[config.mk]
export PLATFORM = sky130hd
export DESIGN_NAME = brake_pressure_sensor_monitor_top_flat
export DESIGN_NICKNAME = d
export VERILOG_FILES = /design/src/rtl/core/bpsm_pkg.sv /design/src/rtl/core/bpsm_in_if.sv /design/src/rtl/core/bpsm_out_if.sv /design/src/rtl/core/bpsm_cfg_if.sv /design/src/rtl/core/bpsm_cfg.sv /design/src/rtl/core/bpsm_mac.sv /design/src/rtl/core/bpsm_seq.sv /design/src/rtl/core/brake_pressure_sensor_monitor_top.sv /design/src/flat_wrapper.sv
export SDC_FILE = /design/constraint.sdc
export NUM_CORES = 2
export LEC_CHECK = 0
export BUFFER_PORTS_ARGS = -buffer_cell sky130_fd_sc_hd__buf_2
export CORE_ASPECT_RATIO = 1.1
export CORE_MARGIN = 1
export CORE_UTILIZATION = 59
export CTS_BUF_LIST = sky130_fd_sc_hd__clkbuf_8
export DETAILED_ROUTE_END_ITERATION = 12
export PLACE_DENSITY = 0.81
export SETUP_SLACK_MARGIN = 0.2
export SLEW_MARGIN = 10
export SYNTH_ARGS = -nofsm -noshare
export SYNTH_HDL_FRONTEND = slang
export SYNTH_SLANG_ARGS = --single-unit
[constraint.sdc]
create_clock -name clk_i -period 9.43 [get_ports clk_i]
set_input_delay 1.886 -clock clk_i [delete_from_list [all_inputs] [get_ports clk_i]]
set_output_delay 1.886 -clock clk_i [all_outputs]
set_load 0.05 [all_outputs]
[src/rtl/core/bpsm_pkg.sv]
// bpsm_pkg: shared types and constants of the brake pressure sensor monitor
// no dependencies; used by the interfaces and by every module of the block but bpsm_mac
package bpsm_pkg;

  // fixed field widths
  localparam int ALPHA_W     = 17;
  localparam int THR_W       = 12;
  localparam int TICK_W      = 32;
  localparam int GAIN_W      = 24;
  localparam int OFFSET_W    = 16;
  localparam int PSI_W       = 16;
  localparam int CFG_IDX_W   = 3;
  localparam int CFG_DATA_W  = 32;

  // fixed-point scaling of alpha (Q1.16) and of the gain (Q8.16)
  localparam int ALPHA_SHIFT = 16;
  localparam int GAIN_FRAC   = 16;

  // saturation bounds of the pressure outputs
  localparam int PSI_MAX     = 32767;
  localparam int PSI_MIN     = -32768;

  // reset values of the configuration registers
  localparam logic [ALPHA_W-1:0]         ALPHA_RST  = 17'd26214;
  localparam logic [THR_W-1:0]           LOW_RST    = 12'd205;
  localparam logic [THR_W-1:0]           HIGH_RST   = 12'd3890;
  localparam logic [TICK_W-1:0]          LIMIT_RST  = 32'd100;
  localparam logic [GAIN_W-1:0]          GAIN_RST   = 24'd65536;
  localparam logic signed [OFFSET_W-1:0] OFFSET_RST = 16'sd0;

  // configuration register indexes
  typedef enum logic [CFG_IDX_W-1:0] {
    REG_ALPHA  = 3'd0,
    REG_LOW    = 3'd1,
    REG_HIGH   = 3'd2,
    REG_LIMIT  = 3'd3,
    REG_GAIN   = 3'd4,
    REG_OFFSET = 3'd5
  } cfg_idx_e;

  // sequencer states
  typedef enum logic [3:0] {
    ST_IDLE,
    ST_DIFF,
    ST_MUL_LO,
    ST_MUL_HI,
    ST_UPDATE,
    ST_PSI_LO,
    ST_PSI_HI,
    ST_PSI,
    ST_DONE
  } seq_state_e;

  // configuration register contents
  typedef struct packed {
    logic [ALPHA_W-1:0]         alpha;
    logic [THR_W-1:0]           low;
    logic [THR_W-1:0]           high;
    logic [TICK_W-1:0]          limit;
    logic [GAIN_W-1:0]          gain;
    logic signed [OFFSET_W-1:0] offset;
  } cfg_t;

  // sequencer strobes towards the datapath
  typedef struct packed {
    logic in_ready;
    logic ch;
    logic do_diff;
    logic do_mul_lo;
    logic do_mul_hi;
    logic do_update;
    logic do_psi_lo;
    logic do_psi_hi;
    logic do_psi;
    logic out_load;
  } ctrl_t;

endpackage

[src/rtl/core/bpsm_in_if.sv]
// bpsm_in_if: input channel, one pair of adc samples and the tick count per item
// depends on bpsm_pkg
interface bpsm_in_if #(
  parameter int ADC_BITS = 12
);
  logic                          valid;
  logic                          ready;
  logic [ADC_BITS-1:0]           front_sample;
  logic [ADC_BITS-1:0]           rear_sample;
  logic [bpsm_pkg::TICK_W-1:0]   now_tick;

  modport source (output valid, output front_sample, output rear_sample,
                  output now_tick, input ready);
  modport sink   (input valid, input front_sample, input rear_sample,
                  input now_tick, output ready);
endinterface

[src/rtl/core/bpsm_out_if.sv]
// bpsm_out_if: result channel, two pressures and the fault flag per item
// depends on bpsm_pkg
interface bpsm_out_if;
  logic                               valid;
  logic                               ready;
  logic signed [bpsm_pkg::PSI_W-1:0]  front_psi;
  logic signed [bpsm_pkg::PSI_W-1:0]  rear_psi;
  logic                               sensor_fault;

  modport source (output valid, output front_psi, output rear_psi,
                  output sensor_fault, input ready);
  modport sink   (input valid, input front_psi, input rear_psi,
                  input sensor_fault, output ready);
endinterface

[src/rtl/core/bpsm_cfg_if.sv]
// bpsm_cfg_if: configuration write channel, register index and write data
// depends on bpsm_pkg
interface bpsm_cfg_if;
  logic                              valid;
  logic                              ready;
  logic [bpsm_pkg::CFG_IDX_W-1:0]    index;
  logic [bpsm_pkg::CFG_DATA_W-1:0]   data;

  modport source (output valid, output index, output data, input ready);
  modport sink   (input valid, input index, input data, output ready);
endinterface

[src/rtl/core/bpsm_cfg.sv]
// bpsm_cfg: configuration register bank of the brake pressure sensor monitor
// depends on bpsm_pkg and bpsm_cfg_if
module bpsm_cfg (
  input  logic               clk_i,
  input  logic               rst_ni,
  bpsm_cfg_if.sink           cfg_i,
  output bpsm_pkg::cfg_t     cfg_o
);

  bpsm_pkg::cfg_t cfg_q;

  // writes always taken
  assign cfg_i.ready = 1'b1;

  // register write, unknown indexes ignored
  always_ff @(posedge clk_i or negedge rst_ni) begin
    if (!rst_ni) begin
      cfg_q.alpha  <= bpsm_pkg::ALPHA_RST;
      cfg_q.low    <= bpsm_pkg::LOW_RST;
      cfg_q.high   <= bpsm_pkg::HIGH_RST;
      cfg_q.limit  <= bpsm_pkg::LIMIT_RST;
      cfg_q.gain   <= bpsm_pkg::GAIN_RST;
      cfg_q.offset <= bpsm_pkg::OFFSET_RST;
    end else if (cfg_i.valid) begin
      case (bpsm_pkg::cfg_idx_e'(cfg_i.index))
        bpsm_pkg::REG_ALPHA:  cfg_q.alpha  <= cfg_i.data[bpsm_pkg::ALPHA_W-1:0];
        bpsm_pkg::REG_LOW:    cfg_q.low    <= cfg_i.data[bpsm_pkg::THR_W-1:0];
        bpsm_pkg::REG_HIGH:   cfg_q.high   <= cfg_i.data[bpsm_pkg::THR_W-1:0];
        bpsm_pkg::REG_LIMIT:  cfg_q.limit  <= cfg_i.data[bpsm_pkg::TICK_W-1:0];
        bpsm_pkg::REG_GAIN:   cfg_q.gain   <= cfg_i.data[bpsm_pkg::GAIN_W-1:0];
        bpsm_pkg::REG_OFFSET: cfg_q.offset <= $signed(cfg_i.data[bpsm_pkg::OFFSET_W-1:0]);
        default: ;
      endcase
    end
  end

  assign cfg_o = cfg_q;

endmodule

[src/rtl/core/bpsm_mac.sv]
// bpsm_mac: shared multiply-accumulate unit, one partial product per cycle
// no package dependency; widths come from the instantiating module
module bpsm_mac #(
  parameter int A_W   = 14,
  parameter int B_W   = 24,
  parameter int ACC_W = 52
) (
  input  logic [A_W-1:0]   a_i,
  input  logic [B_W-1:0]   b_i,
  input  logic [ACC_W-1:0] acc_i,
  input  logic             hi_i,
  output logic [ACC_W-1:0] acc_o
);

  logic [A_W+B_W-1:0] prod;
  logic [ACC_W-1:0]   prod_ext;

  // low half starts a fresh sum, high half is added one half-width up
  assign prod     = a_i * b_i;
  assign prod_ext = ACC_W'(prod);
  assign acc_o    = hi_i ? (acc_i + (prod_ext << A_W)) : prod_ext;

endmodule

[src/rtl/core/bpsm_seq.sv]
// bpsm_seq: sequencer stepping both channels through the shared mac unit
// depends on bpsm_pkg
module bpsm_seq (
  input  logic             clk_i,
  input  logic             rst_ni,
  input  logic             in_valid_i,
  input  logic             out_busy_i,
  output bpsm_pkg::ctrl_t  ctrl_o
);

  bpsm_pkg::seq_state_e state_q, state_d;
  logic                 ch_q, ch_d;

  // state and channel registers
  always_ff @(posedge clk_i or negedge rst_ni) begin
    if (!rst_ni) begin
      state_q <= bpsm_pkg::ST_IDLE;
      ch_q    <= 1'b0;
    end else begin
      state_q <= state_d;
      ch_q    <= ch_d;
    end
  end

  // next state and strobes
  always_comb begin
    state_d = state_q;
    ch_d    = ch_q;
    ctrl_o  = '0;
    ctrl_o.ch = ch_q;
    case (state_q)
      bpsm_pkg::ST_IDLE: begin
        ctrl_o.in_ready = 1'b1;
        ch_d = 1'b0;
        if (in_valid_i) state_d = bpsm_pkg::ST_DIFF;
      end
      bpsm_pkg::ST_DIFF: begin
        ctrl_o.do_diff = 1'b1;
        state_d = bpsm_pkg::ST_MUL_LO;
      end
      bpsm_pkg::ST_MUL_LO: begin
        ctrl_o.do_mul_lo = 1'b1;
        state_d = bpsm_pkg::ST_MUL_HI;
      end
      bpsm_pkg::ST_MUL_HI: begin
        ctrl_o.do_mul_hi = 1'b1;
        state_d = bpsm_pkg::ST_UPDATE;
      end
      bpsm_pkg::ST_UPDATE: begin
        ctrl_o.do_update = 1'b1;
        state_d = bpsm_pkg::ST_PSI_LO;
      end
      bpsm_pkg::ST_PSI_LO: begin
        ctrl_o.do_psi_lo = 1'b1;
        state_d = bpsm_pkg::ST_PSI_HI;
      end
      bpsm_pkg::ST_PSI_HI: begin
        ctrl_o.do_psi_hi = 1'b1;
        state_d = bpsm_pkg::ST_PSI;
      end
      bpsm_pkg::ST_PSI: begin
        ctrl_o.do_psi = 1'b1;
        if (ch_q) begin
          state_d = bpsm_pkg::ST_DONE;
        end else begin
          ch_d    = 1'b1;
          state_d = bpsm_pkg::ST_DIFF;
        end
      end
      bpsm_pkg::ST_DONE: begin
        // wait for a free output slot
        if (!out_busy_i) begin
          ctrl_o.out_load = 1'b1;
          state_d = bpsm_pkg::ST_IDLE;
        end
      end
      default: begin
        state_d = bpsm_pkg::ST_IDLE;
      end
    endcase
  end

endmodule

[src/rtl/core/brake_pressure_sensor_monitor_top.sv]
// brake_pressure_sensor_monitor_top: low-pass filters, range fault timer, psi scaling
// depends on bpsm_pkg, the bpsm interfaces, bpsm_cfg, bpsm_mac and bpsm_seq
// flow: an accepted item steps through both channels, then waits in ST_DONE for a free output slot
// a new item is taken only in ST_IDLE, after the last result is loaded; each channel takes seven steps of the sequencer
//   and both share one multiply-accumulate unit, two partial products per multiplication
// reset: filter states, last healthy tick and fault flag clear, registers take defaults
module brake_pressure_sensor_monitor_top #(
  parameter int ADC_BITS  = 12,
  parameter int FRAC_BITS = 16
) (
  input  logic        clk_i,
  input  logic        rst_ni,
  bpsm_in_if.sink     in_i,
  bpsm_out_if.source  out_o,
  bpsm_cfg_if.sink    cfg_i
);

  localparam int STATE_W  = ADC_BITS + FRAC_BITS;
  localparam int HALF_W   = (STATE_W + 1) / 2;
  localparam int ACC_W    = STATE_W + bpsm_pkg::GAIN_W;
  localparam int STEP_W   = ACC_W - bpsm_pkg::ALPHA_SHIFT;
  localparam int PSI_SH   = FRAC_BITS + bpsm_pkg::GAIN_FRAC;
  localparam int SCALED_W = ACC_W - PSI_SH;
  localparam int SUM_W    = SCALED_W + 2;
  localparam int CMP_W    = (ADC_BITS > bpsm_pkg::THR_W) ? ADC_BITS : bpsm_pkg::THR_W;
  localparam logic [STATE_W-1:0] STATE_MAX = '1;

  bpsm_pkg::cfg_t   cfg;
  bpsm_pkg::ctrl_t  ctrl;

  logic [ADC_BITS-1:0]               front_q, rear_q;
  logic [bpsm_pkg::TICK_W-1:0]       now_q;
  logic [STATE_W-1:0]                filt_q [2];
  logic [bpsm_pkg::TICK_W-1:0]       last_q;
  logic                              fault_q, fault_d;
  logic                              neg_q;
  logic [STATE_W-1:0]                mag_q;
  logic [ACC_W-1:0]                  acc_q, acc_d;
  logic signed [bpsm_pkg::PSI_W-1:0] psi_q [2];
  logic                              out_valid_q;
  logic signed [bpsm_pkg::PSI_W-1:0] out_front_q, out_rear_q;

  logic                              in_acc, out_busy;
  logic [ADC_BITS-1:0]               samp;
  logic [STATE_W-1:0]                cur, target, filt_upd;
  logic [STEP_W-1:0]                 step;
  logic [ACC_W-1:0]                  sum;
  logic [HALF_W-1:0]                 mac_a;
  logic [bpsm_pkg::GAIN_W-1:0]       mac_b;
  logic                              mac_hi;
  logic [SCALED_W-1:0]               scaled;
  logic signed [SUM_W-1:0]           psi_sum;
  logic signed [bpsm_pkg::PSI_W-1:0] psi_sat;
  logic [CMP_W-1:0]                  cnt_f, cnt_r, thr_lo, thr_hi;
  logic                              win_both;
  logic [bpsm_pkg::TICK_W-1:0]       elapsed;

  bpsm_cfg u_cfg (
    .clk_i  (clk_i),
    .rst_ni (rst_ni),
    .cfg_i  (cfg_i),
    .cfg_o  (cfg)
  );

  assign out_busy = out_valid_q && !out_o.ready;

  bpsm_seq u_seq (
    .clk_i      (clk_i),
    .rst_ni     (rst_ni),
    .in_valid_i (in_i.valid),
    .out_busy_i (out_busy),
    .ctrl_o     (ctrl)
  );

  assign in_i.ready = ctrl.in_ready;
  assign in_acc     = in_i.valid && ctrl.in_ready;

  // input item capture
  always_ff @(posedge clk_i) begin
    if (in_acc) begin
      front_q <= in_i.front_sample;
      rear_q  <= in_i.rear_sample;
      now_q   <= in_i.now_tick;
    end
  end

  // current channel and its aligned target
  assign cur    = filt_q[ctrl.ch];
  assign samp   = ctrl.ch ? rear_q : front_q;
  assign target = {samp, {FRAC_BITS{1'b0}}};

  // difference magnitude and direction
  always_ff @(posedge clk_i) begin
    if (ctrl.do_diff) begin
      neg_q <= (target < cur);
      mag_q <= (target < cur) ? (cur - target) : (target - cur);
    end
  end

  // operand selection for the shared mac unit
  always_comb begin
    mac_a  = mag_q[HALF_W-1:0];
    mac_b  = bpsm_pkg::GAIN_W'(cfg.alpha);
    mac_hi = ctrl.do_mul_hi || ctrl.do_psi_hi;
    if (ctrl.do_mul_hi) begin
      mac_a = HALF_W'(mag_q[STATE_W-1:HALF_W]);
    end else if (ctrl.do_psi_lo) begin
      mac_a = cur[HALF_W-1:0];
      mac_b = cfg.gain;
    end else if (ctrl.do_psi_hi) begin
      mac_a = HALF_W'(cur[STATE_W-1:HALF_W]);
      mac_b = cfg.gain;
    end
  end

  bpsm_mac #(
    .A_W   (HALF_W),
    .B_W   (bpsm_pkg::GAIN_W),
    .ACC_W (ACC_W)
  ) u_mac (
    .a_i   (mac_a),
    .b_i   (mac_b),
    .acc_i (acc_q),
    .hi_i  (mac_hi),
    .acc_o (acc_d)
  );

  always_ff @(posedge clk_i) begin
    if (ctrl.do_mul_lo || ctrl.do_mul_hi || ctrl.do_psi_lo || ctrl.do_psi_hi) begin
      acc_q <= acc_d;
    end
  end

  // filter update with saturation at both ends
  assign step = acc_q[ACC_W-1:bpsm_pkg::ALPHA_SHIFT];
  assign sum  = ACC_W'(cur) + ACC_W'(step);

  always_comb begin
    if (!neg_q) begin
      filt_upd = (sum > ACC_W'(STATE_MAX)) ? STATE_MAX : sum[STATE_W-1:0];
    end else begin
      filt_upd = (ACC_W'(step) > ACC_W'(cur)) ? '0 : (cur - step[STATE_W-1:0]);
    end
  end

  always_ff @(posedge clk_i or negedge rst_ni) begin
    if (!rst_ni) begin
      filt_q[0] <= '0;
      filt_q[1] <= '0;
    end else if (ctrl.do_update) begin
      filt_q[ctrl.ch] <= filt_upd;
    end
  end

  // pressure scaling, offset and saturation
  assign scaled  = acc_q[ACC_W-1:PSI_SH];
  assign psi_sum = $signed({2'b00, scaled}) + SUM_W'(cfg.offset);

  always_comb begin
    if (psi_sum > SUM_W'(bpsm_pkg::PSI_MAX)) begin
      psi_sat = bpsm_pkg::PSI_W'(bpsm_pkg::PSI_MAX);
    end else if (psi_sum < SUM_W'(bpsm_pkg::PSI_MIN)) begin
      psi_sat = bpsm_pkg::PSI_W'(bpsm_pkg::PSI_MIN);
    end else begin
      psi_sat = psi_sum[bpsm_pkg::PSI_W-1:0];
    end
  end

  always_ff @(posedge clk_i) begin
    if (ctrl.do_psi) begin
      psi_q[ctrl.ch] <= psi_sat;
    end
  end

  // plausibility window on the integer parts
  assign cnt_f    = CMP_W'(filt_q[0][STATE_W-1:FRAC_BITS]);
  assign cnt_r    = CMP_W'(filt_q[1][STATE_W-1:FRAC_BITS]);
  assign thr_lo   = CMP_W'(cfg.low);
  assign thr_hi   = CMP_W'(cfg.high);
  assign win_both = (cnt_f >= thr_lo) && (cnt_f <= thr_hi) &&
                    (cnt_r >= thr_lo) && (cnt_r <= thr_hi);
  assign elapsed  = now_q - last_q;

  always_comb begin
    fault_d = fault_q;
    if (win_both) begin
      fault_d = 1'b0;
    end else if (elapsed > cfg.limit) begin
      fault_d = 1'b1;
    end
  end

  // fault timer state, updated as the result is loaded
  always_ff @(posedge clk_i or negedge rst_ni) begin
    if (!rst_ni) begin
      last_q  <= '0;
      fault_q <= 1'b0;
    end else if (ctrl.out_load) begin
      fault_q <= fault_d;
      if (win_both) last_q <= now_q;
    end
  end

  // output register
  always_ff @(posedge clk_i or negedge rst_ni) begin
    if (!rst_ni) begin
      out_valid_q <= 1'b0;
    end else if (ctrl.out_load) begin
      out_valid_q <= 1'b1;
    end else if (out_o.ready) begin
      out_valid_q <= 1'b0;
    end
  end

  always_ff @(posedge clk_i) begin
    if (ctrl.out_load) begin
      out_front_q <= psi_q[0];
      out_rear_q  <= psi_q[1];
    end
  end

  assign out_o.valid        = out_valid_q;
  assign out_o.front_psi    = out_front_q;
  assign out_o.rear_psi     = out_rear_q;
  assign out_o.sensor_fault = fault_q;

  // no second item taken while one is in the sequencer
  a_busy_after_accept: assert property (@(posedge clk_i) disable iff (!rst_ni)
    in_acc |=> !in_i.ready)
    else $error("input taken again while an item is in progress");

  // a result is never loaded over one that waits
  a_no_overwrite: assert property (@(posedge clk_i) disable iff (!rst_ni)
    ctrl.out_load |-> !out_busy)
    else $error("result loaded over a pending result");

  // a loaded result is offered in the next cycle
  a_load_shows: assert property (@(posedge clk_i) disable iff (!rst_ni)
    ctrl.out_load |=> out_valid_q)
    else $error("loaded result not offered");

  // the fault only rises on a load with a value out of the window
  a_fault_cause: assert property (@(posedge clk_i) disable iff (!rst_ni)
    $rose(fault_q) |-> $past(ctrl.out_load && !win_both))
    else $error("fault set without an out-of-window value");

endmodule
[src/flat_wrapper.sv]
// flat-port wrapper written by rule: the top's interface ports become plain ports
module brake_pressure_sensor_monitor_top_flat 
#(
  parameter int ADC_BITS  = 12,
  parameter int FRAC_BITS = 16
)
  (clk_i, rst_ni, in_i_valid, in_i_front_sample, in_i_rear_sample, in_i_now_tick, in_i_ready, out_o_valid, out_o_front_psi, out_o_rear_psi, out_o_sensor_fault, out_o_ready, cfg_i_valid, cfg_i_index, cfg_i_data, cfg_i_ready);
  bpsm_in_if #(.ADC_BITS(ADC_BITS)) in_i_i ();
  bpsm_out_if out_o_i ();
  bpsm_cfg_if cfg_i_i ();
  input  logic clk_i;
  input  logic rst_ni;
  input wire logic [$bits(in_i_i.valid)-1:0] in_i_valid;
  input wire logic [$bits(in_i_i.front_sample)-1:0] in_i_front_sample;
  input wire logic [$bits(in_i_i.rear_sample)-1:0] in_i_rear_sample;
  input wire logic [$bits(in_i_i.now_tick)-1:0] in_i_now_tick;
  output wire logic [$bits(in_i_i.ready)-1:0] in_i_ready;
  output wire logic [$bits(out_o_i.valid)-1:0] out_o_valid;
  output wire logic [$bits(out_o_i.front_psi)-1:0] out_o_front_psi;
  output wire logic [$bits(out_o_i.rear_psi)-1:0] out_o_rear_psi;
  output wire logic [$bits(out_o_i.sensor_fault)-1:0] out_o_sensor_fault;
  input wire logic [$bits(out_o_i.ready)-1:0] out_o_ready;
  input wire logic [$bits(cfg_i_i.valid)-1:0] cfg_i_valid;
  input wire logic [$bits(cfg_i_i.index)-1:0] cfg_i_index;
  input wire logic [$bits(cfg_i_i.data)-1:0] cfg_i_data;
  output wire logic [$bits(cfg_i_i.ready)-1:0] cfg_i_ready;
  assign in_i_i.valid = in_i_valid;
  assign in_i_i.front_sample = in_i_front_sample;
  assign in_i_i.rear_sample = in_i_rear_sample;
  assign in_i_i.now_tick = in_i_now_tick;
  assign in_i_ready = in_i_i.ready;
  assign out_o_valid = out_o_i.valid;
  assign out_o_front_psi = out_o_i.front_psi;
  assign out_o_rear_psi = out_o_i.rear_psi;
  assign out_o_sensor_fault = out_o_i.sensor_fault;
  assign out_o_i.ready = out_o_ready;
  assign cfg_i_i.valid = cfg_i_valid;
  assign cfg_i_i.index = cfg_i_index;
  assign cfg_i_i.data = cfg_i_data;
  assign cfg_i_ready = cfg_i_i.ready;
  brake_pressure_sensor_monitor_top #(.ADC_BITS(ADC_BITS), .FRAC_BITS(FRAC_BITS)) u_core (.clk_i(clk_i), .rst_ni(rst_ni), .in_i(in_i_i), .out_o(out_o_i), .cfg_i(cfg_i_i));
endmodule
==> flow_metrics.tcl <==
set metrics [dict create \
    outcome "finished clean" \
    number_of_logic_stages_on_the_critical_path_including_buffering 43 \
    post_synth_num_cell_types 83 \
    relSlewSlack_pct 25.33 \
    grt_use_total_pct 35.66 \
    crit_path_start "u_core.u_seq.state_q[3]" \
    number_of_global_route_vias_before_repair 30160 \
    drive_above_1_share_pct 20.36 \
    rsz_0062_raised_after_global_routing "true" \
    ant_nets 0 \
    cts_made_buffers 68 \
    detailedRoute.firstIterationViolations 3040 \
    timing.fmax_mhz 107.5 \
    width_of_the_die_um 239.9 \
    critPathTopFamily "adder cells" \
    grt_overflow 0 \
    crit_arrival_ns 9.86 \
    worst_ep_required_time_ns 9.99 \
    timing.setup.critical_path_class "register to register" \
    postSynthAreaPerCell_um2 9.527 \
    yosys_most_used_dff "sky130_fd_sc_hd__edfxtp_1" \
    startpoint_type "register" \
    cts_max_level 3 \
    avgViaCountPerCell 6.098 \
    tns_ns 0 \
    core_area_um2 61330 \
    die-area_um2 63280 \
    grt_first_pass_wirelength_um 170200 \
    clock_tree.buffer_depth 3 \
    dieHeight_um 263.7 \
    drc 0 \
    port_buffers 130 \
    largest_net_degree_at_the_start_of_global_routing 102 \
    cp-end-kind "register" \
    rrSetupSlack_ns 0.13 \
    postSynthRegisterBits 395 \
    initial_standard_cell_utilization_of_the_core_pct 59.91 \
    detail_route.wl_per_cell_um 22.51 \
    reg2reg_depth 43 \
    worst_path_max_fanout 6 \
    total_setup_violations_reported_at_the_end_of_the_flow 0 \
    hold_violations 0 \
    tightest_slew_ns 1.117 \
    drt_wl_total_um 114300 \
    final_period_minus_worst_setup_slack_ns 9.305 \
    timing.rr.end "u_core.acc_q[49]" \
    detailroute.via_count 30960 \
    finalMaxSlewViolations 0 \
    post-route-period-util_pct 98.67 \
    path_clk_slew_ns 0.07 \
    synthArstFlopShare_pct 52.66 \
    synth_edf_count 187 \
    worst_skew_pair.late_latency_ns 0.70 \
    count_of_max_cap_constraint_violations 0 \
    finish.net_count 4941 \
    synthesis.nets 4602 \
    timing.critical_path.slowest_stage_cell "sky130_fd_sc_hd__fa_1" \
    worstSetupEndpoint "u_core.acc_q[49]" \
    clock_root_buffer "sky130_fd_sc_hd__clkbuf_8" \
    areaGrowthSynthToFinish_pct 15.86 \
    critical_path.reg2reg.startpoint "u_core.u_seq.state_q[3]" \
    numClockSinks 395 \
    skew_ns 0.05902 \
    holdCritPathClass "register to register" \
    worst_path_largest_cell_delay_ns 0.56 \
    crit_top_cell "sky130_fd_sc_hd__fa_1" \
    antenna_found_initial 4 \
    detailed_place_hpwl_um 87950 \
    detailedRoute.firstPassIterationCount 9 \
    yosysSeqAreaShare_pct 29.53 \
    placementRows 95 \
    crit_path_buffers_inverters 13 \
    clock_tree_from_tritoncts "yes" \
    gp_congestion 1.026 \
    syn-instance-count 3857 \
    synth_warnings 0 \
    boundaryPins 132 \
    mappedNetlistArea_um2 36750 \
]
==> timing repair <==
action / 4_1_cts / 5_1_grt
cloned: 0 / 6
hold endpoints to repair: 0 / 0
pin swaps: 8 / 126
hold buffers: 0 / 0
buffers inserted: 4 / 32
gates resized for setup: 11 / 182
setup endpoints to repair: 10 / 17
==> state kept, by name, indices dropped and copies added (netlist names) <==
name	cells
u_core.now_q	32
u_core.u_cfg.cfg_o	113
u_core.psi_q	32
out_o_front_psi	16
out_o_rear_psi	16
u_core.mag_q	28
u_core.front_q	12
u_core.out_o.sensor_fault	1
u_core.rear_q	12
u_core.neg_q	1
u_core.acc_q	38
u_core.cnt_r	12
u_core.filt_q	32
u_core.last_q	32
u_core.out_o.valid	1
u_core.cnt_f	12
u_core.u_seq.ch_q	1
u_core.u_seq.state_q	4
==> cell usage in the layout (no fill, tap or decap), types with 129 or more instances in the layout <==
cell and count:
sky130_fd_sc_hd__a21oi_1 234, sky130_fd_sc_hd__buf_2 129, sky130_fd_sc_hd__buf_4 242, sky130_fd_sc_hd__dfrtp_1 183
sky130_fd_sc_hd__edfxtp_1 187, sky130_fd_sc_hd__fa_1 259, sky130_fd_sc_hd__ha_1 358, sky130_fd_sc_hd__inv_1 505
sky130_fd_sc_hd__mux2_2 144, sky130_fd_sc_hd__nand2_1 315, sky130_fd_sc_hd__nor2_1 336, sky130_fd_sc_hd__o21ai_0 141
==> cell families after synthesis <==
family / synth area share, %
adder cells (fa/ha/maj): 27.55
flip-flops: 29.53
AND/OR/NAND/NOR: 11.88
multiplexers: 6.051
buffers and inverters: 6.674
other: 0.01021
AO/OA/AOI/OAI: 14.77
XOR/XNOR: 3.528
==> stage by stage <==
stage / setup slack, ns / instances / util, % / instance area (um^2) / hold WS [ns]
final: 0.1253 / 5077 / 69.41 / 42570 / 0.4165
after global routing: -0.1684 / 5074 / 69.40 / 42570 / 0.4212
after CTS: 0.2116 / 5035 / 67.47 / 41380 / 0.4172
after detailed placement: 0.02493 / 4908 / 65.05 / 39900 / 0.4045
after global placement: 0.1381 / 4908 / 65.05 / 39900 / 0.4017
after floorplan: 0.2008 / 3857 / - / 36870 / 0.4003
==> cell usage after synthesis, drive strengths merged (8+ instances only) <==
master | count | area share (%)
mux2 | 144 | 4.4
o21bai | 35 | 0.72
buf | 22 | 0.32
xor2 | 50 | 1.2
a211oi | 23 | 0.47
xnor2 | 98 | 2.3
nor4 | 15 | 0.27
mux2i | 59 | 1.6
edfxtp | 187 | 15
nand2b | 31 | 0.53
a21o | 106 | 2.2
o21a | 41 | 0.84
ha | 382 | 13
nand4 | 25 | 0.43
a22o | 15 | 0.36
or2 | 13 | 0.22
inv | 508 | 5.2
or3 | 14 | 0.24
a211o | 8 | 0.19
dfstp | 24 | 1.7
a21oi | 256 | 3.5
dfrtp | 184 | 13
fa | 267 | 15
nor2 | 353 | 3.6
nand2 | 321 | 3.3
a31oi | 25 | 0.43
o22ai | 11 | 0.19
and2 | 31 | 0.53
nor3 | 47 | 0.64
nand3 | 31 | 0.42
o21ai | 177 | 2.5
o31ai | 15 | 0.31
and3 | 19 | 0.32
nor2b | 41 | 0.70
o211ai | 34 | 0.69
o221ai | 19 | 0.45
clkbuf | 113 | 1.2
==> worst min path at each step <==
| stage | depth (start not counted) | endpoint | from |
|---|---|---|---|
| finish | 0 | out_o_front_psi[11] | u_core.psi_q[0][11] |
| global route | 0 | out_o_front_psi[10] | u_core.psi_q[0][10] |
| CTS | 0 | out_o_front_psi[11] | u_core.psi_q[0][11] |
| detailed placement | 0 | out_o_front_psi[10] | u_core.psi_q[0][10] |
| global placement | 0 | out_o_front_psi[8] | u_core.psi_q[0][8] |
| floorplan | 0 | out_o_front_psi[0] | u_core.psi_q[0][0] |
==> per-layer routing <==
metal	global-route usage, %	wire (um)	share of wire, %	vias to the layer above
met1	47.17	44050	39	15110
met2	55.84	52120	46	1596
met3	5.465	10610	9.3	382
met5	0	26	0.023	-
met4	20.42	7456	6.5	2
li1	-	-	-	13870
==> cell type report <==
cell class	instances	area (um^2)
clock buffers	75	1032
multi-input cells	2818	24370
inverters	509	1911
diodes	4	10.01
repair buffers	404	3008
clock inverters	48	359.1
fillers	4694	18760
well taps	824	1031
flip-flops and latches	395	10850
Power is not shown: default switching activity piles up to over one toggle a cycle in this logic, so the estimate is an artifact.
